<file path="src/rtl/wwst_pkg.sv">
`default_nettype none

package wwst_pkg;

   // table geometry
   localparam int unsigned Depth = 256;
   localparam int unsigned IdxW  = $clog2(Depth);
   localparam int unsigned CntW  = $clog2(Depth + 1);

   // arithmetic widths
   localparam int unsigned WeightW = 21;                  // 100 * 100 * 200 max
   localparam int unsigned ProdW   = 38;                  // wind * weight, signed
   localparam int unsigned AccW    = ProdW + CntW;        // weighted wind sums
   localparam int unsigned TotW    = WeightW + CntW;      // weight sum
   localparam int unsigned DivNW   = AccW;                // dividend width
   localparam int unsigned DivDW   = (TotW > 27) ? TotW : 27;
   localparam int unsigned DivCntW = $clog2(DivNW);
   localparam int unsigned ScoreW  = 35;
   localparam int unsigned MulAW   = 18;
   localparam int unsigned MulBW   = 22;
   localparam int unsigned MulPW   = MulAW + MulBW;

   localparam logic [2:0] QualOverride = 3'd6;

   typedef enum logic {
      OP_ADD   = 1'b0,
      OP_QUERY = 1'b1
   } op_type;

   typedef enum logic [0:0] {
      CSR_ALT_WINDOW  = 1'b0,
      CSR_TIME_WINDOW = 1'b1
   } csr_idx_type;

   typedef enum logic [4:0] {
      ST_IDLE,
      ST_A_RD,
      ST_A_EVAL,
      ST_A_WR,
      ST_Q_RD,
      ST_Q_TEST,
      ST_Q_AD,
      ST_Q_ADSQ,
      ST_Q_AS,
      ST_Q_TD,
      ST_Q_TDSQ,
      ST_Q_TS,
      ST_Q_AFMUL,
      ST_Q_AFGO,
      ST_Q_AF,
      ST_Q_TFDMUL,
      ST_Q_TFD,
      ST_Q_TFNMUL,
      ST_Q_TFGO,
      ST_Q_TF,
      ST_Q_W1,
      ST_Q_W2,
      ST_Q_OVR,
      ST_Q_SX,
      ST_Q_SY,
      ST_Q_ACC,
      ST_Q_NEXT,
      ST_Q_FIN,
      ST_Q_DX,
      ST_Q_DY
   } state_type;

   typedef struct packed {
      logic signed [15:0] wind_x;
      logic signed [15:0] wind_y;
      logic signed [15:0] alt;
      logic [31:0]        tim;
      logic [2:0]         qual;
   } entry_type;

   typedef struct packed {
      logic             start;
      logic [DivNW-1:0] num;
      logic [DivDW-1:0] den;
   } div_req_type;

   typedef struct packed {
      logic             busy;
      logic             done;
      logic [DivNW-1:0] quot;
   } div_rsp_type;

   // min(q,5)*20
   function automatic logic [6:0] qual_factor(input logic [2:0] q);
      logic [6:0] f;
      case (q)
         3'd0:    f = 7'd0;
         3'd1:    f = 7'd20;
         3'd2:    f = 7'd40;
         3'd3:    f = 7'd60;
         3'd4:    f = 7'd80;
         default: f = 7'd100;
      endcase
      return f;
   endfunction

   // 600*(6-q)
   function automatic logic signed [12:0] score_bias(input logic [2:0] q);
      logic signed [12:0] b;
      case (q)
         3'd0:    b = 13'sd3600;
         3'd1:    b = 13'sd3000;
         3'd2:    b = 13'sd2400;
         3'd3:    b = 13'sd1800;
         3'd4:    b = 13'sd1200;
         3'd5:    b = 13'sd600;
         3'd6:    b = 13'sd0;
         default: b = -13'sd600;
      endcase
      return b;
   endfunction

endpackage

`default_nettype wire

</file>
<file path="src/rtl/wwst_div.sv">
`default_nettype none

// restoring divider, one quotient bit per cycle
module wwst_div (
   input  wire logic                 clock,
   input  wire logic                 reset,
   input  wire wwst_pkg::div_req_type req,
   output wwst_pkg::div_rsp_type     rsp
);

   logic                          busy_ff, busy_in;
   logic                          done_ff, done_in;
   logic [wwst_pkg::DivCntW-1:0]  cnt_ff, cnt_in;
   logic [wwst_pkg::DivNW-1:0]    quo_ff, quo_in;
   logic [wwst_pkg::DivDW-1:0]    rem_ff, rem_in;
   logic [wwst_pkg::DivDW-1:0]    den_ff, den_in;
   logic [wwst_pkg::DivDW:0]      shifted;
   logic [wwst_pkg::DivDW:0]      trial;

   assign shifted = {rem_ff, quo_ff[wwst_pkg::DivNW-1]};
   assign trial   = shifted - {1'b0, den_ff};

   always_comb begin
      busy_in = busy_ff;
      done_in = 1'b0;
      cnt_in  = cnt_ff;
      quo_in  = quo_ff;
      rem_in  = rem_ff;
      den_in  = den_ff;
      if (req.start) begin
         busy_in = 1'b1;
         cnt_in  = wwst_pkg::DivCntW'(wwst_pkg::DivNW - 1);
         quo_in  = req.num;
         rem_in  = '0;
         den_in  = req.den;
      end else if (busy_ff) begin
         if (!trial[wwst_pkg::DivDW]) begin
            rem_in = trial[wwst_pkg::DivDW-1:0];
         end else begin
            rem_in = shifted[wwst_pkg::DivDW-1:0];
         end
         quo_in = {quo_ff[wwst_pkg::DivNW-2:0], ~trial[wwst_pkg::DivDW]};
         if (cnt_ff == '0) begin
            busy_in = 1'b0;
            done_in = 1'b1;
         end else begin
            cnt_in = cnt_ff - 1'b1;
         end
      end
   end

   always_ff @(posedge clock) begin
      if (reset) begin
         busy_ff <= 1'b0;
         done_ff <= 1'b0;
      end else begin
         busy_ff <= busy_in;
         done_ff <= done_in;
      end
   end

   always_ff @(posedge clock) begin
      cnt_ff <= cnt_in;
      quo_ff <= quo_in;
      rem_ff <= rem_in;
      den_ff <= den_in;
   end

   assign rsp.busy = busy_ff;
   assign rsp.done = done_ff;
   assign rsp.quot = quo_ff;

endmodule

`default_nettype wire

</file>
<file path="config.mk">
export PLATFORM = sky130hd
export DESIGN_NAME = wwst_div
export DESIGN_NICKNAME = d
export VERILOG_FILES = /design/src/rtl/wwst_pkg.sv /design/src/rtl/wwst_div.sv
export SDC_FILE = /design/constraint.sdc
export NUM_CORES = 1
export LEC_CHECK = 0
export ABC_AREA = 1
export BUFFER_PORTS_ARGS = -buffer_cell sky130_fd_sc_hd__buf_2
export CAP_MARGIN = 30
export CORE_MARGIN = 4
export CORE_UTILIZATION = 43
export DETAILED_ROUTE_END_ITERATION = 6
export SLEW_MARGIN = 10
export SYNTH_ARGS = -nofsm -noshare
export SYNTH_HDL_FRONTEND = slang
export SYNTH_SLANG_ARGS = --single-unit
export TNS_END_PERCENT = 10
</file>
<file path="constraint.sdc">
create_clock -name clock -period 2.95 [get_ports clock]
set_clock_uncertainty 0.15 [all_clocks]
set_input_delay 0.295 -clock clock [delete_from_list [all_inputs] [get_ports clock]]
set_output_delay 0.295 -clock clock [all_outputs]
set_load 0.1 [all_outputs]
</file>
==> results of run 1 <==
registers in the layout, indices dropped and copies added (netlist names):
name and cells:
quo_ff 47, den_ff 30, rem_ff 30, cnt_ff 6, busy_ff 1, done_ff 1
cells by family after synthesis:
group / Yosys count / share of synthesized area (%)
xor+xnor: 14 / 1.71
flops: 115 / 42.8
compound gates: 34 / 2.58
simple gates: 617 / 34.7
buf+inv: 223 / 12.3
fa+ha+maj: 33 / 5.86
area by class of cell:
type / instances / area, um2 / share of cell area [%]
inverters: 199 / 747 / 7.96
clock inverters: 15 / 168 / 1.79
diodes: 1 / 2.50 / 0.0267
flip-flops and latches: 115 / 3070 / 32.8
repair buffers: 209 / 1470 / 15.7
clock buffers: 17 / 425 / 4.54
multi-input cells: 698 / 3220 / 34.4
well taps: 216 / 270 / 2.88
critical path, cell delays in order (launching register included):
cell	delay, ps
edfxtp_1	350
inv_1	60
ha_2	180
fa_2	370
inv_1	60
nand2_1	60
nand3_2	110
nand2_1	60
nand2_1	170
nand2_2	110
nand2_2	80
nand2_1	60
nand2_2	160
buf_12	210
o21ai_0	100
through the flow:
| stage | std cells | hold WS [ps] | power, uW | worst slack [ps] |
|---|---|---|---|---|
| floorplan | 1036 | 214 | 2690 | 57.2 |
| global placement | 1363 | 313 | 2900 | 415 |
| detailed placement | 1363 | 312 | 2900 | 379 |
| CTS | 1469 | 3.76 | 5100 | 369 |
| global route | 1469 | 12.6 | 5260 | 69.4 |
| finish | 1470 | 12.5 | 5050 | 367 |
power groups by stage:
stage | clock network (uW) | registers, uW | logic [uW]
after floorplan | 0 | 2410 | 281
after global placement | 0 | 1930 | 971
after detailed placement | 0 | 1930 | 975
after CTS | 2150 | 1900 | 1050
after global routing | 2230 | 1910 | 1120
final | 2100 | 1900 | 1050
path summary, 6_finish.rpt:
path	start	to	slack (ps)	cells past startpoint
worst max-delay path	quo_ff[46]$_DFFE_PP_	quo_ff[0]$_DFFE_PP_	370	14
worst min-delay path	req[76]	quo_ff[46]$_DFFE_PP_	10	3
worst max register to register	quo_ff[46]$_DFFE_PP_	quo_ff[0]$_DFFE_PP_	370	14
worst min register to register	rem_ff[8]$_SDFFE_PP0P_	rem_ff[8]$_SDFFE_PP0P_	320	2
routing by layer:
layer / vias to the layer above / global-route usage [%] / wire (um)
met1: 2949 / 26.4 / 8480
li1: 3550 / - / -
met2: 140 / 34.3 / 8830
met5: - / 0 / 0
met4: 0 / 6.54 / 376
met3: 27 / 5.29 / 964
cells in the mapped netlist:
| master | count | area [um2] |
|---|---|---|
| inv_1 | 195 | 732 |
| nor2_4 | 1 | 11.3 |
| nand3_1 | 57 | 285 |
| o21a_1 | 1 | 7.51 |
| dfxtp_1 | 38 | 761 |
| nor2_2 | 2 | 12.5 |
| nand3b_1 | 1 | 7.51 |
| buf_2 | 1 | 5.00 |
| nand2_1 | 483 | 1810 |
| nand4_1 | 6 | 37.5 |
| xnor2_1 | 10 | 87.6 |
| nand2_2 | 7 | 43.8 |
| and2_1 | 3 | 18.8 |
| buf_6 | 5 | 56.3 |
| a21oi_1 | 22 | 110 |
| nand2_4 | 1 | 11.3 |
| xor2_1 | 4 | 35.0 |
| o21ai_1 | 1 | 5.00 |
| clkbuf_1 | 16 | 60.1 |
| nand3_2 | 2 | 20.0 |
| clkinv_1 | 1 | 3.75 |
| inv_2 | 3 | 11.3 |
| fa_1 | 1 | 20.0 |
| buf_4 | 2 | 15.0 |
| edfxtp_1 | 77 | 2310 |
| ha_1 | 32 | 400 |
| nor3_1 | 9 | 45.0 |
| nor2_1 | 43 | 161 |
| o21bai_1 | 4 | 30.0 |
| o21ai_0 | 5 | 25.0 |
| a21o_1 | 1 | 7.51 |
| nor3_2 | 2 | 20.0 |
what timing repair did:
item,4_1_cts,5_1_grt
hold endpoints to repair,75,0
gates resized for setup,0,0
hold buffers,74,0
==> flow_summary.toml, run 1 <==
[outcome]
status = "finished, final reports clean"

[pwr]
power_frac_comb_pct = 20.8
peakVddDrop_mv = 0.402
switching_share_pct = 33.2
leakage_uw = 0.00510
pwr-share-clk_pct = 41.6
seqPwrFrac_pct = 37.6
power.density_nw_per_um2 = 539
p_switching_uw = 1680
internal-power_uw = 3370

[placed_design]
hpwl_um = 13300
io_buffers = 128
place.gp.congestion = 0.917
placement.cell_area_um2 = 8040

[global_routing]
grt_pass1_wl_um = 30800
overflow = 0
grt_pass1_vias = 6552
antenna_found_initial = 0
grt_max_degree = 49
grt_usage_pct = 20.7

[clock_network]
clockBufferDepth = 2
numCtsBuffers = 17
root_buffer = "clkbuf_16"
htree_levels = 4
postCtsSetupBuffers = 0
clk_latency_ps = 420
clk_pin_slew_worst_paths_ps = 60
clock-sinks = 115
cts_tree = "built"

[die]
dieWidth_um = 137
die_y_um = 137
initial_utilization_pct = 44.5
fp.coreArea_um2 = 16100
die_area_um2 = 18800
ios = 129
std_cell_rows = 46

[detailed_routing]
wl_per_cell_um = 12.7
drt_iter0_drc = 322
viasPerCell = 4.53
num_vias = 6666
drc = 0
postRouteAntennaNets = 0
first_pass_iters = 5
totalWireLength_um = 18700

[setup_path]
startpoint_type = "register"
critical_path_class = "register to register"
crit_arrival_ps = 2590
worstPathRequired_ps = 2950
critical_path_peak_fanout = 25
worst_setup_path_end_kind = "register"

[layout]
fillers = 1569
layout_commonest_cell = "nand2_1"
layout_common_cells = "nand2_1, inv_1, buf_2, edfxtp_1, dlygate4sd3_1"
drive_above_1_share_pct = 15.1
finalInstanceArea_um2 = 9380
fin_nets = 1353
areaGrowthSynthToFinish_pct = 30.8
utilization_pct = 58.2

[sta]
rsz0062_at_grt = "false"
finalWorstPathRequiredPeriod_ps = 2580
fmax_ghz = 0.387
fin_crit_sh_pct = 87.6
tightestPinTransition_ps = 631
hold_viol_final = 0
relSlewSlack_pct = 57.7
maxSlewViolCount = 0
final-setup-viol-count = 0
fin_setup_tns_ps = 0

[synth]
postSynthCellCount = 1036
yosysSeqAreaShare_pct = 42.8
synth_fp_nets = 1149
synth_cell_types = 32
synth-seq-cells = 115
avgSynthCellArea_um2 = 6.92
synth_warnings = 0
syn_area_um2 = 7170

[min_path]
hold_path.class = "input port to register"

[flow_run]
cap_violations = 0
Note: power is estimated with default switching activity, not from simulation.
==> inputs of run 2 (changes only) <==
--- a/config.mk
+++ b/config.mk
@@ -11,6 +11,7 @@
 export CORE_MARGIN = 4
 export CORE_UTILIZATION = 43
 export DETAILED_ROUTE_END_ITERATION = 6
+export PLACE_DENSITY = 0.67
 export SLEW_MARGIN = 10
 export SYNTH_ARGS = -nofsm -noshare
 export SYNTH_HDL_FRONTEND = slang
==> constraint.sdc (replaced) <==
create_clock -name clock -period 2.3 [get_ports clock]
set_clock_uncertainty 0.15 [all_clocks]
set_input_delay 0.23 -clock clock [delete_from_list [all_inputs] [get_ports clock]]
set_output_delay 0.23 -clock clock [all_outputs]
set_load 0.1 [all_outputs]
==> flow_summary.toml, run 2 (synthesis results as in run 1) <==
[setup_path]
critical_path_peak_fanout = 9
startpoint_type = "register"
critical_path_class = "register to register"
worst-path-buf-inv = 5
crit_path_max_incr_delay_ps = 360
path_common_cell = "inv_1"
crit_cells = 16
worstPathRequired_ps = 2470
crit_arrival_ps = 2490
path_delay_family = "simple AND/OR/NAND/NOR gates"
worst_setup_path_end_kind = "register"
crit_chain = "inv_1 > ha_4 > nand2_2 > inv_1 > nand2_1 > nand2_2 > inv_1 > nand2_1 > a21oi_2 > buf_4 > nand2_4 > nand2_4 > nand2_8 > clkbuf_16 > nor2_1 > o21ai_1"
r2r_cells = 16
slowest_stage = "edfxtp_1"
r2r_slack_ps = -20

[sta]
finalWorstPathRequiredPeriod_ps = 2320
worst_slack_ps = -23.3
hold-worst-slack_ps = 42.4
hold_viol_final = 0
tightestPinTransition_ps = 512
rsz0062_at_grt = "true"
maxSlewViolCount = 0
final-setup-viol-count = 7
fin_crit_sh_pct = 101
fmax_ghz = 0.430
relSlewSlack_pct = 66.1

[die]
std_cell_rows = 46
dieWidth_um = 137
die_y_um = 137
initial_utilization_pct = 44.5
die_area_um2 = 18800
fp.coreArea_um2 = 16100
ios = 129

[detailed_routing]
viasPerCell = 4.62
postRouteAntennaNets = 0
wl_per_cell_um = 13.0
num_vias = 7118
totalWireLength_um = 20000
first_pass_iters = 5
drc = 0
drt_iter0_drc = 427

[placed_design]
hpwl_um = 13400
place.gp.congestion = 0.936
dp_cells = 1419
placement.cell_area_um2 = 8470
io_buffers = 128
pre_cts_ws_ps = -92.8

[clock_network]
clockBufferDepth = 2
numCtsBuffers = 17
clock-sinks = 115
cts_tree = "built"
clk_pin_slew_worst_paths_ps = 60
root_buffer = "clkbuf_16"
htree_levels = 4
clk_latency_ps = 420

[global_routing]
antenna_found_initial = 0
overflow = 0
grt_pass1_wl_um = 31100
grt_usage_pct = 21.0
grt_max_degree = 64
grt_pass1_vias = 6675

[layout]
multi_input_area_um2 = 3610
largest_reg_flops = 47
antenna_cells = 0
layout_common_cells = "nand2_1, inv_1, buf_2, edfxtp_1, dlygate4sd3_1"
fin_nets = 1425
finalInstanceArea_um2 = 10300
register_area_um2 = 3070
layout_commonest_cell = "nand2_1"
drive_above_1_share_pct = 23.5
utilization_pct = 64.2
top_regs = "quo_ff: 47 flops, den_ff: 30 flops, rem_ff: 30 flops"
areaGrowthSynthToFinish_pct = 44.2
instances_no_fill = 1541
largest-register = "quo_ff"
fillers = 1399

[min_path]
holdPathStages = 3
hold_path.class = "input port to register"

[pwr]
switching_share_pct = 33.9
leakage_uw = 0.00555
seqPwrFrac_pct = 37.3
internal-power_uw = 4320
power_frac_comb_pct = 22.6
peakVddDrop_mv = 0.548
p_switching_uw = 2210
power.density_nw_per_um2 = 632
pwr-share-clk_pct = 40.1

[outcome]
status = "complete, but fails checks"
violations = "negative setup slack"

[flow_run]
cap_violations = 0
-- run 2: cell types whose count changed in the layout (fill, tap and decap cells not counted), moves of 4 or more --
cell / previous run / this run
a21oi_2: 0 / 4
ha_4: 0 / 14
nand2_2: 7 / 19
inv_8: 1 / 5
buf_4: 4 / 68
a21oi_1: 22 / 18
nand2_1: 483 / 463
inv_6: 8 / 4
inv_2: 4 / 12
inv_1: 194 / 186
nand2_4: 1 / 8
ha_1: 31 / 18
-- run 2: final cells by class --
class	instances	area share [%]
inverters	199	7.22
well taps	216	2.61
multi-input cells	700	34.9
flip-flops and latches	115	29.7
repair buffers	279	19.9
clock inverters	15	1.55
clock buffers	17	4.11
-- run 2: final timing paths --
check / startpoint / end
max reg2reg: den_ff[20]$_DFFE_PP_ / rem_ff[29]$_SDFFE_PP0P_
max: den_ff[20]$_DFFE_PP_ / rem_ff[29]$_SDFFE_PP0P_
min: req[30] / quo_ff[0]$_DFFE_PP_
min reg2reg: rem_ff[25]$_SDFFE_PP0P_ / rem_ff[25]$_SDFFE_PP0P_
-- run 2: timing repair --
item,in CTS,in global routing
gates cloned,0,5
hold buffers,77,0
setup buffers,0,8
gates resized for setup,3,68
hold endpoints to repair,78,0
endpoints found under the setup margin,31,31
pin swaps,0,27
-- run 2: tightest hold or removal path, cell delays in order --
cell     delay [ps]
buf_2            80
nand2_1          60
o21ai_1         110
-- run 2: metrics by stage --
stage / TNS (ps) / power [uW]
final: -58.5 / 6530
after global routing: -2430 / 6790
after CTS: -729 / 6530
after detailed placement: -1670 / 3790
after global placement: -94.8 / 3780
after floorplan: -16010 / 3450
-- run 2: power groups by stage --
stage | Clock, uW | Sequential (uW) | Combinational (uW)
2_1_floorplan | 0 | 3090 | 360
3_3_place_gp | 0 | 2480 | 1310
3_5_place_dp | 0 | 2470 | 1320
4_1_cts | 2680 | 2430 | 1420
5_1_grt | 2760 | 2450 | 1580
6_report | 2620 | 2440 | 1480
-- run 2: per-layer routing --
| layer | wire (um) | share of wire, % | up-vias | GRT usage, % |
|---|---|---|---|---|
| li1 | - | - | 3701 | - |
| met1 | 8750 | 44 | 3169 | 26.7 |
| met2 | 9540 | 48 | 207 | 34.9 |
| met3 | 1300 | 6.5 | 41 | 5.44 |
| met4 | 450 | 2.2 | 0 | 6.60 |
| met5 | 0 | 0 | - | 0 |
